$ cat src/rtl/pra_pkg.sv
// ----------------------------------------------------------------------------
// pra_pkg
// Shared types, codes and saturation helpers for the rate PID controller.
// ----------------------------------------------------------------------------
package pra_pkg;

	// shift applied after a multiply
	localparam logic [1:0] SH_0  = 2'd0;
	localparam logic [1:0] SH_16 = 2'd1;
	localparam logic [1:0] SH_24 = 2'd2;

	// configuration register indexes
	localparam logic [2:0] REG_PROP_GAIN    = 3'd0;
	localparam logic [2:0] REG_INTEG_GAIN   = 3'd1;
	localparam logic [2:0] REG_DERIV_GAIN   = 3'd2;
	localparam logic [2:0] REG_FEEDFWD_GAIN = 3'd3;
	localparam logic [2:0] REG_INTEG_LIMIT  = 3'd4;
	localparam logic [2:0] REG_FILTER_TAU   = 3'd5;
	localparam logic [2:0] REG_OUTPUT_LIMIT = 3'd6;

	// 0.3 in Q0.16
	localparam logic [31:0] AW_GAIN = 32'd19661;

	localparam logic signed [63:0] I32_MAX64 = 64'sd2147483647;
	localparam logic signed [63:0] I32_MIN64 = -64'sd2147483648;
	localparam logic signed [64:0] I40_MAX65 = 65'sd549755813887;
	localparam logic signed [64:0] I40_MIN65 = -65'sd549755813888;

	typedef struct packed {
		logic [31:0]        a_mag;
		logic               a_neg;
		logic signed [63:0] b;
		logic [1:0]         shift;
	} mul_req_t;

	typedef struct packed {
		logic [32:0] rem0;
		logic [31:0] low0;
		logic [32:0] den;
		logic [5:0]  nbits;
	} div_req_t;

	function automatic logic signed [31:0] sat32(input logic signed [63:0] v);
		logic signed [31:0] r;
		if (v > I32_MAX64) begin
			r = 32'sh7fffffff;
		end else if (v < I32_MIN64) begin
			r = 32'sh80000000;
		end else begin
			r = v[31:0];
		end
		return r;
	endfunction

	function automatic logic signed [39:0] sat40(input logic signed [64:0] v);
		logic signed [39:0] r;
		if (v > I40_MAX65) begin
			r = 40'sh7fffffffff;
		end else if (v < I40_MIN65) begin
			r = 40'sh8000000000;
		end else begin
			r = v[39:0];
		end
		return r;
	endfunction

endpackage

$ cat src/rtl/pra_mul.sv
// ----------------------------------------------------------------------------
// pra_mul
// Shared 32x32 multiplier: signed (a*b)>>s toward zero, magnitude capped at
// 2^62, b up to 64 bits taken as two partial products.
// ----------------------------------------------------------------------------
module pra_mul (
	input  logic               clk,
	input  logic               arst_n,
	input  logic               start,
	input  pra_pkg::mul_req_t  req,
	output logic               done,
	output logic signed [63:0] result
);
	import pra_pkg::*;

	localparam logic [1:0] PH_IDLE = 2'd0;
	localparam logic [1:0] PH_HI   = 2'd1;
	localparam logic [1:0] PH_LO   = 2'd2;
	localparam logic [1:0] PH_CMB  = 2'd3;
	localparam logic [65:0] MAG_CAP = 66'h1 << 62;

	logic [1:0]  phase_q;
	logic [31:0] a_q;
	logic [63:0] b_q;
	logic        neg_q;
	logic [1:0]  sh_q;
	logic [63:0] hi_q, lo_q;
	logic        done_q;
	logic signed [63:0] res_q;

	logic [63:0] b_mag;
	logic [63:0] prod;
	logic        hi_ovf;
	logic [65:0] hi_sh;
	logic [63:0] lo_sh;
	logic [65:0] r_sum;
	logic [63:0] mag;

	assign b_mag = req.b[63] ? 64'(-req.b) : 64'(req.b);
	assign prod  = 64'(a_q) * 64'((phase_q == PH_HI) ? b_q[63:32] : b_q[31:0]);

	always_comb begin
		case (sh_q)
			SH_16: begin
				hi_ovf = |hi_q[63:46];
				hi_sh  = {hi_q[49:0], 16'b0};
				lo_sh  = {16'b0, lo_q[63:16]};
			end
			SH_24: begin
				hi_ovf = |hi_q[63:54];
				hi_sh  = {hi_q[57:0], 8'b0};
				lo_sh  = {24'b0, lo_q[63:24]};
			end
			default: begin
				hi_ovf = |hi_q[63:30];
				hi_sh  = {hi_q[33:0], 32'b0};
				lo_sh  = lo_q;
			end
		endcase
		r_sum = hi_sh + {2'b0, lo_sh};
		mag   = (hi_ovf || (r_sum > MAG_CAP)) ? MAG_CAP[63:0] : r_sum[63:0];
	end

	always_ff @(posedge clk or negedge arst_n) begin
		if (!arst_n) begin
			phase_q <= PH_IDLE;
			done_q  <= 1'b0;
		end else begin
			done_q <= (phase_q == PH_CMB);
			case (phase_q)
				PH_IDLE: if (start) phase_q <= PH_HI;
				PH_HI:   phase_q <= PH_LO;
				PH_LO:   phase_q <= PH_CMB;
				default: phase_q <= PH_IDLE;
			endcase
		end
	end

	always_ff @(posedge clk) begin
		if (start && phase_q == PH_IDLE) begin
			a_q   <= req.a_mag;
			b_q   <= b_mag;
			neg_q <= req.a_neg ^ req.b[63];
			sh_q  <= req.shift;
		end
		if (phase_q == PH_HI) hi_q <= prod;
		if (phase_q == PH_LO) lo_q <= prod;
		if (phase_q == PH_CMB) res_q <= neg_q ? -$signed(mag) : $signed(mag);
	end

	assign done   = done_q;
	assign result = res_q;

endmodule

$ cat config.mk
export PLATFORM = sky130hd
export DESIGN_NAME = pra_mul
export DESIGN_NICKNAME = d
export VERILOG_FILES = /design/src/rtl/pra_pkg.sv /design/src/rtl/pra_mul.sv
export SDC_FILE = /design/constraint.sdc
export NUM_CORES = 2
export LEC_CHECK = 0
export ABC_CLOCK_PERIOD_IN_PS = 12850
export BUFFER_PORTS_ARGS = -buffer_cell sky130_fd_sc_hd__buf_2
export CORE_ASPECT_RATIO = 0.5
export CORE_UTILIZATION = 54
export DETAILED_ROUTE_END_ITERATION = 10
export HOLD_SLACK_MARGIN = 0.05
export PLACE_DENSITY_LB_ADDON = 0.15
export SLEW_MARGIN = 10
export SYNTH_ARGS = -nofsm -noshare
export SYNTH_HDL_FRONTEND = slang
export SYNTH_SLANG_ARGS = --single-unit
$ cat constraint.sdc
create_clock -name clk -period 12.85 [get_ports clk]
set_input_delay 0 -clock clk [delete_from_list [all_inputs] [get_ports clk]]
set_output_delay 0 -clock clk [all_outputs]
set_load 0.03 [all_outputs]
======== Word-level counts from Yosys, hierarchy flattened ========
Cells that the tools add are included.
cells by class
  reduce and logical (&&, ||, !) cells .... 6
  bitwise logic cells ..................... 1
  add/sub/neg operators ................... 3
  eq/ne operators ......................... 6
  muxes and demuxes ....................... 9
  magnitude comparators ................... 1
  multiply operators ...................... 1
operator list
  kind                                                                                number
  66-bit one-hot mux with 2 select lines                                              1
  64-bit 2-to-1 mux                                                                   2
  64-bit negator                                                                      2
  64-bit one-hot mux with 2 select lines                                              1
  66-bit by 64-bit adder with 66-bit output                                           1
  66-bit by 63-bit greater-than comparator with 1-bit output (second input constant)  1
  32-bit by 32-bit multiplier with 64-bit output                                      1
  63-bit 2-to-1 mux                                                                   1
  34-bit OR reduction                                                                 1
  32-bit 2-to-1 mux                                                                   1
  18-bit OR reduction                                                                 1
  10-bit OR reduction                                                                 1
  2-bit == test (second input constant)                                               3
  2-bit one-hot mux with 3 select lines                                               1
  2-bit by 1-bit == test with 1-bit output (second input constant)                    2
  2-bit logical NOT                                                                   1
  2-bit 2-to-1 mux                                                                    1
  2-bit != test (second input constant)                                               1
  1-bit one-hot mux with 2 select lines                                               1
  1-bit logical AND                                                                   1
  1-bit logical OR                                                                    1
  1-bit XOR                                                                           1
word-level totals
  register bits ........................... 294
  input bits .............................. 102
  output and inout port bits .............. 65
  logic and storage cells ................. 37

======== Longest topological paths before layout ========
  depth in word-level cells ............... 8
  depth in mapped cells ................... 37
  gate-level depth less buffers ........... 33

======== Worst setup path before layout ========
No wires, ideal clock.
  kind .................................... reg-to-reg
  start point ............................. register phase_q[1]
  end point ............................... register hi_q[63], data pin
  setup time .............................. 276 ps
  data required time ...................... 12574 ps
  arrival ................................. 9855 ps
  setup slack ............................. 2719 ps
  buffers on the path ..................... 4
  stages on the path, launching flop included .. 34
  clock period less this slack ............ 10131 ps
  cells stage by stage .................... dfrtp_1 > inv_1 > ha_1 > clkbuf_1 > clkbuf_1 > mux2_2 > clkbuf_1 > and2_1 > fa_1 > inv_1 > fa_1 > fa_1 > fa_1 > inv_1 > fa_1 > fa_1 > fa_1 > inv_1 > fa_1 > inv_1 > ha_1 > clkbuf_1 > nand4_1 > nor4_1 > o21ai_0 > o211ai_1 > o211ai_1 > a31oi_1 > a21oi_1 > o2111a_1 > nor3_1 > a21oi_1 > nor2_1 > a211oi_1
between the ends
  word-level cells in the longest chain between the ends .. 3
RTL lines
  element                                         RTL line       source
  start, declared                                 pra_mul.sv:22  logic [1:0] phase_q;
  start signal, assigned                          pra_mul.sv:66  phase_q <= PH_IDLE;
  start signal, assigned                          pra_mul.sv:71  PH_IDLE: if (start) phase_q <= PH_HI;
  start signal, assigned                          pra_mul.sv:72  PH_HI: phase_q <= PH_LO;
  2-bit by 1-bit == test with 1-bit output        pra_mul.sv:40  assign prod = 64'(a_q) * 64'((phase_q == PH_HI) ? b_q[63:32] : b_q[31:0]);
  32-bit 2-to-1 mux                               pra_mul.sv:40
  32-bit by 32-bit multiplier with 64-bit output  pra_mul.sv:40
  via prod[63]                                    pra_mul.sv:32  logic [63:0] prod;
  end signal, assigned                            pra_mul.sv:86  if (phase_q == PH_HI) hi_q <= prod;
  end, declared                                   pra_mul.sv:27  logic [63:0] hi_q, lo_q;
The timed path passes the listed nets, and every way through them passes these cells.
A chain may end at the register's enable or synchronous reset.

======== Worst setup path after layout ========
  start point ............................. register phase_q[1]
  end point ............................... register lo_q[63], data pin
between the ends
  word-level cells in the longest chain between the ends .. 3
RTL lines
  element                                         RTL line       source
  2-bit by 1-bit == test with 1-bit output        pra_mul.sv:40
  32-bit 2-to-1 mux                               pra_mul.sv:40
  32-bit by 32-bit multiplier with 64-bit output  pra_mul.sv:40
  via prod[63]                                    pra_mul.sv:32
  end signal, assigned                            pra_mul.sv:87  if (phase_q == PH_LO) lo_q <= prod;
  end, declared                                   pra_mul.sv:27
The timed path passes the listed nets, and every way through them passes these cells.

==> Flow_metrics.wiki <==
{| class="wikitable"
! Metric !! Value
|-
| Vias post-DR || approximately 41000
|-
| Net count of the finished layout || between 6000 and 7000
|-
| Number of hold buffers added after CTS || between 150 and 200
|-
| Clock root buffer master || sky130_fd_sc_hd__clkbuf_16
|-
| Starting utilization of the core area || 0.545
|-
| Placeable Area || 95400 um2
|-
| Sum of negative setup slack || 0 ps
|-
| Type of the worst setup path || reg -> reg
|-
| Vias per Instance || between 5 and 6
|-
| Layout Cells excl Fill || slightly below 7000
|-
| All-layer global routing usage || 0.332
|-
| Number of synthesized register bits || about 300
|-
| Data arrival time at the worst-slack endpoint || ~11000 ps
|-
| Layout cells sized above 1 || 0.0628
|-
| Placed Cells || roughly 6700
|-
| Critical path endpoint category || flop
|-
| Max-cap violations || 0
|-
| Iteration-0 DRC count of the detailed router || roughly 3500
|-
| Clock insertion delay at the later pin of the skew report || ~670 ps
|-
| Number of buffers added by the clock tree synthesis step || 28
|-
| Avg Cell Area, Syn || 9.44 um2
|-
| Clock tree from TritonCTS || done
|-
| Portion of the clock cycle consumed by the worst path in the final layout || 0.812
|-
| Most frequently used flop master after synthesis || sky130_fd_sc_hd__edfxtp_1
|-
| Final setup violation count || 0
|-
| Synthesized cell area || roughly 52000 um2
|-
| Worst slew slack as a fraction of its limit || 0.105
|-
| Post-synth top area share || 0.345
|-
| Cell variety after synth || about 100
|-
| Timing-limited maximum frequency || around 0.096 GHz
|-
| Top fanout value on the critical path || 35
|-
| Fin. Hold Viols || 0
|-
| Y dimension of the die || roughly 220 um
|-
| Biggest area consumer among synthesized cells || sky130_fd_sc_hd__fa_1
|-
| CTS clock-pin slew for the worst setup and hold paths || about 70 ps
|-
| Total of buffers placed on input and output ports || 166
|-
| Total routed wirelength || about 160000 um
|-
| RePlAce Congestion || 1.00
|-
| Antenna violation net count after detailed routing || 0
|-
| Setup skew after layout || approximately 48 ps
|-
| Number of placement rows || 80
|-
| Unrepaired setup endpoints after global routing || false
|-
| Proportion of synthesized chip area in sequential cells || 0.169
|-
| Overflow left after global routing || 0
|-
| Max-slew violation count || 0
|-
| Most common cell type on the critical path || sky130_fd_sc_hd__fa_1
|-
| First-pass GRT wire length || around 250000 um
|-
| Fin crit period || 10440 ps
|-
| Clock Sinks || between 200 and 300
|-
| Critical path's largest stage delay || approximately 700 ps
|-
| Warnings from Yosys || 0
|-
| # IOs || 167
|-
| Data required time of the critical path || 13280 ps
|-
| Tightest hold margin || 84.1 ps
|-
| Number of enable flip-flop cells after synthesis || 291
|-
| Pin count of the biggest net entering global routing || between 100 and 150
|-
| Measured slew at the worst slew-check pin || 1330 ps
|-
| Number of fillers in the final layout || about 8000
|-
| Resized Gates After CTS || 0
|-
| Category of the worst setup path launch point || flop
|-
| Die Area || 97700 um2
|-
| Placed wire-length estimate || between 100000 and 150000 um
|-
| Die Width || around 440 um
|-
| Via count of the first global-routing pass || ~42000
|-
| Status || finished, final reports clean
|-
| Top area cells in the synthesized netlist || sky130_fd_sc_hd__fa_1 (35%), sky130_fd_sc_hd__edfxtp_1 (17%), sky130_fd_sc_hd__ha_1 (7.9%)
|-
| Syn Nets || 6837
|-
| Drc violations || 0
|-
| Buffer count from post-CTS setup fixing || 0
|-
| Routed wirelength normalized by instance count || ~23 um
|-
| Area Growth Syn to Fin || 8.58%
|-
| Async set-reset flop share out of synthesis || 0.0102
|-
| Slowest cell on crit path || sky130_fd_sc_hd__mux2_2
|-
| Maximum clock path buffer count || 3
|-
| Post-Synthesis Cells || between 5000 and 6000
|-
| Number of search-and-repair iterations in the first detailed-routing pass || 6
|-
| Antenna violations before repair || 2
|-
| Type of the tightest min-delay check || in -> reg
|-
| Maximum level of the CTS H-tree || 1
|}
==> cells in the final DEF, fill, tap and decap left out, drive strengths merged, types with 31 or more instances in the layout <==
cell type	netlist	layout
fa	897	897
inv	890	894
nand2	649	649
and2	553	553
ha	327	327
edfxtp	291	291
o21ai	217	217
buf	36	213
dlygate4sd3	0	185
a21oi	141	141
nor2	135	135
xnor2	134	134
nor2b	105	105
a21o	73	73
nand3	71	71
a22oi	67	67
nor3	54	54
xor2	48	48
nand4	42	42
o31ai	39	39
mux2	34	34
nand2b	34	34
clkbuf	272	31
==> cells in the mapped netlist, drive strengths merged, types with 71 or more instances <==
master and count:
nor2b 105, nand2 649, o21ai 217, ha 327, a21o 73, edfxtp 291, clkbuf 272, xnor2 134
a21oi 141, nor2 135, fa 897, inv 890, nand3 71, and2 553
==> critical path: cells and delay by family (launching register included) <==
kind	cells	cell delay (ps)
DFF	1	410
buffers and inverters	6	890
and+or+nand+nor	4	1170
AOI/OAI and AO/OA	8	1980
muxes	1	700
adders and majority gates	10	4970
==> final cells by class <==
cell class,instances,area (um2),share of cell area
clock inverters,21,246,0.00436
well taps,1271,1590,0.0281
repair buffers,398,3040,0.0537
inverters,891,3340,0.0592
clock buffers,31,732,0.0130
multi-input cells,4018,38700,0.686
flip-flops and latches,294,8810,0.156
diodes,2,5.00,0.0000886
==> routing by layer <==
layer / vias to the layer above / routed length, um / track usage
li1: 17922 / - / -
met1: 20441 / 68900 / 0.472
met2: 1932 / 69500 / 0.503
met3: 303 / 17200 / 0.0947
met4: 2 / 4340 / 0.0811
met5: - / 12 / 0
==> logic make-up after synthesis <==
group | Yosys count | synth area share
AOI/OAI and AO/OA | 787 | 0.101
xor gates and xnor gates | 182 | 0.0306
adders and majority gates | 1224 | 0.424
buffers and inverters | 1199 | 0.0878
DFF | 294 | 0.169
muxes | 45 | 0.00947
and+or+nand+nor | 1780 | 0.178
==> registers in the layout (all words and copies together) (netlist names) <==
signal / cells
a_q: 32
b_q: 64
done: 1
hi_q: 64
lo_q: 64
neg_q: 1
phase_q: 2
result: 64
sh_q: 2
==> worst paths after layout <==
| path | cells past startpoint | slack [ps] | from | end |
|---|---|---|---|---|
| worst max-delay path | 29 | 2410 | phase_q[1] | lo_q[63] |
| worst min-delay path | 2 | 80 | req[0] | sh_q[0] |
| worst max register to register | 29 | 2410 | phase_q[1] | lo_q[63] |
| worst min register to register | 2 | 700 | phase_q[1] | phase_q[1] |
| max in group asynchronous | 3 | 12140 | arst_n | phase_q[0] |
| min in group asynchronous | 3 | 380 | arst_n | phase_q[1] |
==> stage by stage <==
| step | util | worst slack [ps] | cell area [um2] |
|---|---|---|---|
| floorplan | - | 2720 | 52000 |
| global placement | 0.563 | 2750 | 53700 |
| detailed placement | 0.563 | 2560 | 53700 |
| CTS | 0.592 | 2490 | 56500 |
| global route | 0.592 | 1890 | 56500 |
| finish | 0.592 | 2410 | 56500 |
Power is left out: the tool's default activity adds up to more than one toggle a clock period on the data nets, which glitch-free logic cannot reach.
