**config.mk**
```make
export PLATFORM = sky130hd
export DESIGN_NAME = pra_div
export DESIGN_NICKNAME = d
export VERILOG_FILES = /design/src/rtl/pra_pkg.sv /design/src/rtl/pra_div.sv
export SDC_FILE = /design/constraint.sdc
export NUM_CORES = 1
export LEC_CHECK = 0
export ABC_AREA = 0
export BUFFER_PORTS_ARGS = -buffer_cell sky130_fd_sc_hd__buf_4
export CORE_UTILIZATION = 55
export DETAILED_ROUTE_END_ITERATION = 8
export PLACE_DENSITY = 0.86
export SYNTH_ARGS = -nofsm -noshare
export SYNTH_HDL_FRONTEND = slang
export SYNTH_SLANG_ARGS = --single-unit
```
**constraint.sdc**
```tcl
create_clock -name clk -period 5.98 [get_ports clk]
set_input_delay 0.598 -clock clk [delete_from_list [all_inputs] [get_ports clk]]
set_output_delay 0.598 -clock clk [all_outputs]
set_load 0.02 [all_outputs]
```
**src/rtl/pra_pkg.sv**
```systemverilog
// ----------------------------------------------------------------------------
// pra_pkg
// Shared types, codes and saturation helpers for the rate PID controller.
// ----------------------------------------------------------------------------
package pra_pkg;

	// shift applied after a multiply
	localparam logic [1:0] SH_0  = 2'd0;
	localparam logic [1:0] SH_16 = 2'd1;
	localparam logic [1:0] SH_24 = 2'd2;

	// configuration register indexes
	localparam logic [2:0] REG_PROP_GAIN    = 3'd0;
	localparam logic [2:0] REG_INTEG_GAIN   = 3'd1;
	localparam logic [2:0] REG_DERIV_GAIN   = 3'd2;
	localparam logic [2:0] REG_FEEDFWD_GAIN = 3'd3;
	localparam logic [2:0] REG_INTEG_LIMIT  = 3'd4;
	localparam logic [2:0] REG_FILTER_TAU   = 3'd5;
	localparam logic [2:0] REG_OUTPUT_LIMIT = 3'd6;

	// 0.3 in Q0.16
	localparam logic [31:0] AW_GAIN = 32'd19661;

	localparam logic signed [63:0] I32_MAX64 = 64'sd2147483647;
	localparam logic signed [63:0] I32_MIN64 = -64'sd2147483648;
	localparam logic signed [64:0] I40_MAX65 = 65'sd549755813887;
	localparam logic signed [64:0] I40_MIN65 = -65'sd549755813888;

	typedef struct packed {
		logic [31:0]        a_mag;
		logic               a_neg;
		logic signed [63:0] b;
		logic [1:0]         shift;
	} mul_req_t;

	typedef struct packed {
		logic [32:0] rem0;
		logic [31:0] low0;
		logic [32:0] den;
		logic [5:0]  nbits;
	} div_req_t;

	function automatic logic signed [31:0] sat32(input logic signed [63:0] v);
		logic signed [31:0] r;
		if (v > I32_MAX64) begin
			r = 32'sh7fffffff;
		end else if (v < I32_MIN64) begin
			r = 32'sh80000000;
		end else begin
			r = v[31:0];
		end
		return r;
	endfunction

	function automatic logic signed [39:0] sat40(input logic signed [64:0] v);
		logic signed [39:0] r;
		if (v > I40_MAX65) begin
			r = 40'sh7fffffffff;
		end else if (v < I40_MIN65) begin
			r = 40'sh8000000000;
		end else begin
			r = v[39:0];
		end
		return r;
	endfunction

endpackage

```
**src/rtl/pra_div.sv**
```systemverilog
// ----------------------------------------------------------------------------
// pra_div
// Restoring divider, one quotient bit per cycle.
// ----------------------------------------------------------------------------
module pra_div (
	input  logic              clk,
	input  logic              arst_n,
	input  logic              start,
	input  pra_pkg::div_req_t req,
	output logic              done,
	output logic [31:0]       quo
);
	import pra_pkg::*;

	logic [5:0]  cnt_q;
	logic [32:0] rem_q;
	logic [31:0] low_q;
	logic [32:0] den_q;
	logic        done_q;

	logic [33:0] rem2;
	logic        ge;
	logic [33:0] diff;

	assign rem2 = {rem_q, low_q[31]};
	assign ge   = rem2 >= {1'b0, den_q};
	assign diff = rem2 - {1'b0, den_q};

	always_ff @(posedge clk or negedge arst_n) begin
		if (!arst_n) begin
			cnt_q  <= '0;
			done_q <= 1'b0;
		end else begin
			done_q <= (cnt_q == 6'd1);
			if (cnt_q != '0) begin
				cnt_q <= cnt_q - 6'd1;
			end else if (start) begin
				cnt_q <= req.nbits;
			end
		end
	end

	always_ff @(posedge clk) begin
		if (cnt_q != '0) begin
			rem_q <= ge ? diff[32:0] : rem2[32:0];
			low_q <= {low_q[30:0], ge};
		end else if (start) begin
			rem_q <= req.rem0;
			low_q <= req.low0;
			den_q <= req.den;
		end
	end

	assign done = done_q;
	assign quo  = low_q;

endmodule

```
# After elaboration in Yosys (flattened, before gate mapping)
# Index checks and enable logic that the tools add are counted.
# op_classes
addsub	2
magnitude_cmp	1
eq_ne	1
n_mux	7
bitwise_logic	1
n_reduce_logical	3
# op_table
cell	count
$mux 33	3
$mux 32	2
$ge 34x33->1	1
$sub 33x33->33	1
$mux 6	2
$eq 6x1->1 const B	1
$reduce_bool 6->1	1
$sub 6x1->6 const B	1
$reduce_and 2->1	1
$reduce_bool 2->1	1
$not 1->1	1
# word_totals
regBits	105
in_bits	107
elab_cells	20

# Longest topological paths before layout
# Gate-level depths: netlist of the first run.
# logic_depth
word_depth	3
depth_mapped	14

# Worst setup path after synthesis of the first run
# Ideal clock, no wire load.
# synth_path
path_kind	reg-to-reg
start	register cnt_q[0]
end	register low_q[0] (netlist: quo[0]) (enable)
arrival_time_ns	2.655
required_time_ns	5.274
path_slack_ns	2.619
path_stages_with_launch	8
period_less_slack_ns	3.361
cell_sequence	dfrtp_1 > inv_1 > ha_1 > nor2b_1 > nand2b_1 > nor3_1 > clkbuf_1 > nand2b_1
# synth_between
elab_chain_len	2
# synth_rtl
item	line	text
start, declared	pra_div.sv:15	logic [5:0] cnt_q;
start signal, assigned	pra_div.sv:36	cnt_q <= cnt_q - 6'd1;
start signal, assigned	pra_div.sv:38	cnt_q <= req.nbits;
$reduce_bool 6->1	pra_div.sv:44	if (cnt_q != '0) begin
$reduce_bool 2->1 (no line)	-	
end signal, assigned	pra_div.sv:46	low_q <= {low_q[30:0], ge};
end signal, assigned	pra_div.sv:49	low_q <= req.low0;
end, declared	pra_div.sv:17	logic [31:0] low_q;
# No other way between the ends.
# A chain may end at the register's enable or synchronous reset.

# Worst setup path in the final report of the first run
# layout_path
start	register low_q[31] (netlist: quo[31])
end	register rem_q[26], data pin
# layout_between
elab_chain_len	3
# layout_rtl
item	line	text
$sub 33x33->33 / $ge 34x33->1 (equally long branches)	pra_div.sv:27, pra_div.sv:26	
$mux 33 *	pra_div.sv:45	rem_q <= ge ? diff[32:0] : rem2[32:0];
$mux 33 *	pra_div.sv:44	
end signal, assigned	pra_div.sv:45	
end signal, assigned	pra_div.sv:48	rem_q <= req.rem0;
end, declared	pra_div.sv:16	logic [32:0] rem_q;
# Mark *: on every way between the ends. The rest lies on a longest branch, timed or not.

==> results of run 1 <==
metal layers:
metal | global-route usage (%) | vias up
met3 | 7.89 | 42
li1 | - | 2642
met2 | 48.3 | 266
met5 | 0 | -
met4 | 8.29 | 0
met1 | 32.5 | 2627
synth_stat cells, drive strengths merged (3+ instances only):
master	number
nand2	152
edfxtp	98
a21oi	57
nor2	51
inv	42
ha	35
o21ai	24
clkbuf	18
a21o	15
a31oi	15
xnor2	15
nor3	12
buf	10
a211oi	8
dfrtp	7
o211ai	7
xor2	7
and3	6
nand2b	6
and2	5
nand3	5
nand4	5
nor2b	5
a221o	4
and4	4
o21a	4
a21boi	3
a221oi	3
a311oi	3
o211a	3
o21bai	3
or3	3
cells in the final DEF, fill, tap and decap left out, types with 4 or more instances in the layout:
cell type  instances
nand2b_1           5
nand2_1          152
nor3_1            11
and3_1             6
xnor2_1           15
a211oi_1           8
a31oi_1           15
inv_1             42
and2_1             5
clkbuf_16          9
o21a_1             4
a21o_1            15
edfxtp_1          98
dfrtp_1            7
buf_4            144
nand3_1            5
a221o_1            4
nor2_1            50
nor2b_1            5
o21ai_0           22
a21oi_1           56
and4_1             4
ha_1              35
nand4_1            5
xor2_1             7
o211ai_1           7
final cells by class:
class                   count  area, µm²  area share, %
flip-flops and latches    105       3120           40.2
multi-input cells         491       2940           37.8
repair buffers            144       1080           13.9
clock buffers               9        225           2.90
well taps                 140        175           2.26
inverters                  42        158           2.03
clock inverters             7       68.8          0.887
flip-flops by register name (all words and copies together) (netlist names):
register  count
den_q        33
rem_q        33
quo          32
cnt_q         6
done          1
logic make-up (layout without fill, tap and decap cells):
kind of cell,count (synthesis),after routing,synth area share [%]
flip-flops,105,105,49.3
AO/OA/AOI/OAI,166,166,17.2
adder cells (fa/ha/maj),36,36,7.23
XOR/XNOR,22,22,3.04
multiplexers,3,3,0.494
buffers and inverters,70,202,4.51
AND/OR/NAND/NOR,264,264,18.3
worst max-delay path by stage:
stage,start,end,slack [ns]
2_1_floorplan,cnt_q[0]$_DFFE_PN0P_,quo[0]$_DFFE_PP_,2.62
3_3_place_gp,quo[31]$_DFFE_PP_,rem_q[28]$_DFFE_PP_,2.13
6_report,quo[31]$_DFFE_PP_,rem_q[26]$_DFFE_PP_,1.87
5_1_grt,quo[31]$_DFFE_PP_,rem_q[26]$_DFFE_PP_,1.68
4_1_cts,quo[31]$_DFFE_PP_,rem_q[26]$_DFFE_PP_,1.92
3_5_place_dp,quo[31]$_DFFE_PP_,rem_q[28]$_DFFE_PP_,1.94
critical path, stage by stage (launching register included):
cell	delay, ns
edfxtp_1	0.43
inv_1	0.08
ha_1	0.18
inv_1	0.06
fa_1	0.41
a21o_1	0.22
a221oi_2	0.39
o22ai_2	0.21
a21bo_1	0.29
a41o_1	0.30
a21oi_2	0.61
buf_4	0.41
or3_1	0.18
a21oi_1	0.07
stage by stage:
step           instances  hold WS (ns)  area [µm²]  total power, mW  setup WS [ns]
3_3_place_gp         922         0.412        7470             3.54           2.13
6_report             938        0.0249        7760             4.30           1.87
4_1_cts              938        0.0179        7760             4.28           1.92
5_1_grt              938        0.0215        7760             4.57           1.68
2_1_floorplan        666         0.302        6330             3.03           2.62
3_5_place_dp         922         0.416        7470             3.66           1.94
power by group:
part           switching [mW]  total, mW  internal, mW
clock                   0.299      0.594         0.295
sequential              0.177       1.40          1.23
combinational            1.34       2.30         0.965
total                    1.81       4.30          2.49
==> metrics.txt, run 1 <==
setup tns final 0 ns; CP startpoint kind register; postcts setup bufs 0; IO Port Bufs 139; mapped cell area 6330 µm²; Synth cell types 62; Avg Cell Area, Syn 9.50 µm²; layout cells sized above 1 21.7%; synthesized flop and latch total 105; fin crit share 68.7%; Iter 0 DRT Violations 387; Root Driver clkbuf_16; Final Hold Violating Endpoints 0; RSZ-0062 raised after global routing false; CTS clk-pin slew, worst paths 0.08 ns; hpwl dp 11,500 µm; Max Cap Viol 0; max-slew violations 0; Synth Instances 666; vias in the first global route 5,497; Layout Nets 936; DR WL met3 1250 µm; worst r2r path cells 13; clk_skew 0.0149 ns; highest net fanout along the worst path 23; Async SR Flop Fraction 6.67%; drt total wl 16,100 µm; number of fill cells 831; largest net degree at the start of global routing 58; Setup CP Type register to register; Overall Global Routing Usage 27.5%; post-synth top area share 46.5%; TritonCTS clock tree done; row cnt 38; Tmin final 4.11 ns; Worst Max-Slew Pin Slew 0.830 ns; Final Util 70.4%; leading area contributor after synthesis edfxtp_1; synthesis-to-finish area growth 22.6%; Via density 5.95; first-pass GRT wire length 25,100 µm; antenna viol nets, final 0; Die Y 109 µm; core area 11,000 µm²; total gr overflow 0; DIE WIDTH 109 µm; Worst Setup End Kind register; metal2 WL 7950 µm; Antenna Cells 0; Syn Nets 809; Initial Util 57.4%; Primary FF master, synth edfxtp_1; sequential cell area fraction in the yosys report 49.3%; PD cells 554 nW/µm²; Metal-1 WL 6520 µm; Top Metal Used met4; Clock Path Buffers 2; Leak 3.54 nW; Num CTS Buffers 9; # hold bufs at CTS 0; Syn. warnings 0; top-level port count 140; Clock Sinks 105; HP Class input port to async pin; total number of vias 5,577; max_slew headroom 44.6%; # setup viols final 0; post-cts sizing count 0; reg-to-reg startpoint quo[31]$_DFFE_PP_; Critical Path RT 6.09 ns; DRC errors left 0; initial antenna violation count 0; R2R setup slack 1.87 ns; Avg WL per Cell 17.1 µm; Max VDD drop 0.384 mV; first-pass iteration count of the detailed router 5; # H-tree levels 3; fmax 243 MHz; worst r2r dst rem_q[26]$_DFFE_PP_; Post-synth EDFFs 98; Data arrival, critical path 4.21 ns; ranking of synthesized cells by area edfxtp_1, nand2_1, ha_1, a21oi_1, nor2_1; die footprint 11,900 µm²; clock latency on the worst-skew pair 0.37 ns; Routability Congestion 0.934; status finished clean
Power figures use the tool's default switching activity.
==> inputs of run 2 (changes only) <==
--- a/config.mk
+++ b/config.mk
@@ -7,9 +7,9 @@
 export LEC_CHECK = 0
 export ABC_AREA = 0
 export BUFFER_PORTS_ARGS = -buffer_cell sky130_fd_sc_hd__buf_4
-export CORE_UTILIZATION = 55
+export CORE_UTILIZATION = 50
 export DETAILED_ROUTE_END_ITERATION = 8
-export PLACE_DENSITY = 0.86
+export PLACE_DENSITY = 0.82
 export SYNTH_ARGS = -nofsm -noshare
 export SYNTH_HDL_FRONTEND = slang
 export SYNTH_SLANG_ARGS = --single-unit
==> constraint.sdc (replaced) <==
create_clock -name clk -period 3.4 [get_ports clk]
set_input_delay 0.34 -clock clk [delete_from_list [all_inputs] [get_ports clk]]
set_output_delay 0.34 -clock clk [all_outputs]
set_load 0.02 [all_outputs]
==> run 2 against run 1 <==
Effect of this change:
- sequential share of layout area decreased by 1.1 points
- first-iteration DRC count decreased by 7.2%
- sequential power is 76% higher
- maximum frequency rose by 26%
- critical endpoint is now rem_q[30]$_DFFE_PP_
- highest routed layer unchanged
==> metrics.txt, run 2 (same netlist as run 1, synthesis figures left out) <==
Clock Sinks 105 (unchanged); total number of vias 5,471 (was 5,577); Die Y 115 µm (was 109 µm); cell chain of the critical path inv_1, ha_1, inv_1, fa_1, a21o_1, a221oi_4, o22ai_4, a21bo_1, a41o_1, a21oi_4, nor2_2, a221o_1 (was inv_1, ha_1, inv_1, fa_1, a21o_1, a221oi_2, o22ai_2, a21bo_1, a41o_1, a21oi_2, buf_4, or3_1, a21oi_1); top-level port count 140 (unchanged); CP startpoint kind register (unchanged); layout cells sized above 1 23.4% (was 21.7%); Layout Nets 951 (was 936); CTS clk-pin slew, worst paths 0.08 ns (about the same); largest net degree at the start of global routing 58 (unchanged); DRC errors left 0 (unchanged); R2R setup slack 0.15 ns (was 1.87 ns); status finished clean (unchanged); worst slack at placement 0.0687 ns (was 1.94 ns); synthesis-to-finish area growth 26.0% (was 22.6%); largest stage delay on the critical path 0.42 ns (was 0.61 ns); Overall Global Routing Usage 25.5% (was 27.5%); HP Class input port to register (was input port to async pin); TritonCTS clock tree done (unchanged); grt peak-use layer met2 (unchanged); fin worst setup slack 0.147 ns (was 1.87 ns); hpwl dp 11,300 µm (was 11,500 µm); row cnt 40 (was 38); Leak 3.61 nW (was 3.54 nW); Tmin final 3.25 ns (was 4.11 ns); clk_skew 0.00778 ns (was 0.0149 ns); Worst Setup End Kind register (unchanged); die footprint 13,100 µm² (was 11,900 µm²); initial antenna violation count 0 (unchanged); Routability Congestion 0.891 (was 0.934); Max VDD drop 0.606 mV (was 0.384 mV); GR Layer Usage met3 7.78% (was 7.89%); core area 12,200 µm² (was 11,000 µm²); clock latency on the worst-skew pair 0.36 ns (was 0.37 ns); first-pass GRT wire length 26,100 µm (was 25,100 µm); Antenna Cells 0 (unchanged); highest-count cells in the layout ignoring fill and taps buf_4, nand2_1, edfxtp_1 (was nand2_1, buf_4, edfxtp_1); family with the most delay on the worst path compound AO/OA/AOI/OAI gates (unchanged); max_slew headroom 57.5% (was 44.6%); Avg WL per Cell 16.2 µm (was 17.1 µm); Critical Path RT 3.51 ns (was 6.09 ns); Max Cap Viol 0 (unchanged); Root Driver clkbuf_16 (unchanged); vias in the first global route 5,472 (was 5,497); antenna viol nets, final 0 (unchanged); Iter 0 DRT Violations 359 (was 387); highest net fanout along the worst path 5 (was 23); Via density 5.58 (was 5.95); Clock Path Buffers 2 (unchanged); first-pass iteration count of the detailed router 6 (was 5); total power 7.72 mW (was 4.30 mW); PD cells 968 nW/µm² (was 554 nW/µm²); Data arrival, critical path 3.37 ns (was 4.21 ns); Worst Max-Slew Pin Slew 0.638 ns (was 0.830 ns); met2 Resource Use GR 44.3% (was 48.3%); fmax 307 MHz (was 243 MHz); WP buf/inv 2 (was 3); fin crit share 95.7% (was 68.7%); met1 global-route usage 31.4% (was 32.5%); CP max stage cell edfxtp_1 (was a21oi_2); max-slew violations 0 (unchanged); Final Hold Violating Endpoints 0 (unchanged); # H-tree levels 3 (unchanged); most common cell after layout, fill and taps aside buf_4 (was nand2_1); drt total wl 15,900 µm (was 16,100 µm); IO Port Bufs 139 (unchanged); number of fill cells 999 (was 831); Initial Util 52.0% (was 57.4%); Num CTS Buffers 9 (unchanged); Most Frequent Cell on Critical Path inv_1 (unchanged); Setup CP Type register to register (unchanged); total gr overflow 0 (unchanged); # setup viols final 0 (unchanged); DIE WIDTH 115 µm (was 109 µm)
[run 2: worst paths after layout]
path,startpoint,end,depth (start not counted)
min reg2reg,quo[13]$_DFFE_PP_,quo[14]$_DFFE_PP_,2
min in group asynchronous,arst_n,done$_DFF_PN0_,2
max reg2reg,quo[31]$_DFFE_PP_,rem_q[30]$_DFFE_PP_,12
max,quo[31]$_DFFE_PP_,rem_q[30]$_DFFE_PP_,12
max in group asynchronous,arst_n,cnt_q[2]$_DFFE_PN0P_,2
min,req[6],den_q[0]$_DFFE_PP_,1
[run 2: layout make-up]
type	count	area, µm²	share of cell area [%]
clock buffer	9	225	2.82
tap	168	210	2.64
inverter	42	158	1.98
sequential	105	3120	39.1
timing repair buffer	159	1220	15.3
multi-input combinational	491	2980	37.3
clock inverter	7	71.3	0.894
[run 2: metal layers]
layer	wire, µm	share of wire (%)
met1	6700	42
met2	7780	49
met3	1180	7.4
met4	191	1.2
met5	0	0
[run 2: through the flow]
stage          hold WS (ns)  TNS (ns)  instances  utilization, %  instance area, µm²
2_1_floorplan        0.0444         0        666               -                6330
3_3_place_gp          0.153         0        960            62.4                7590
3_5_place_dp          0.158         0        960            62.4                7590
4_1_cts               0.134         0        977            64.9                7900
5_1_grt               0.131   -0.0673        981            65.6                7970
6_report              0.145         0        981            65.6                7970
[run 2: timing repair]
action | 4_1_cts | 5_1_grt
resized for setup | 0 | 8
hold buffers | 1 | 0
setup endpoints to repair | 0 | 34
setup buffers | 0 | 4
hold endpoints to repair | 7 | 0
[run 2: power breakdown]
group	switching, mW	internal [mW]
clock	0.542	0.521
combinational	2.35	1.85
sequential	0.306	2.15
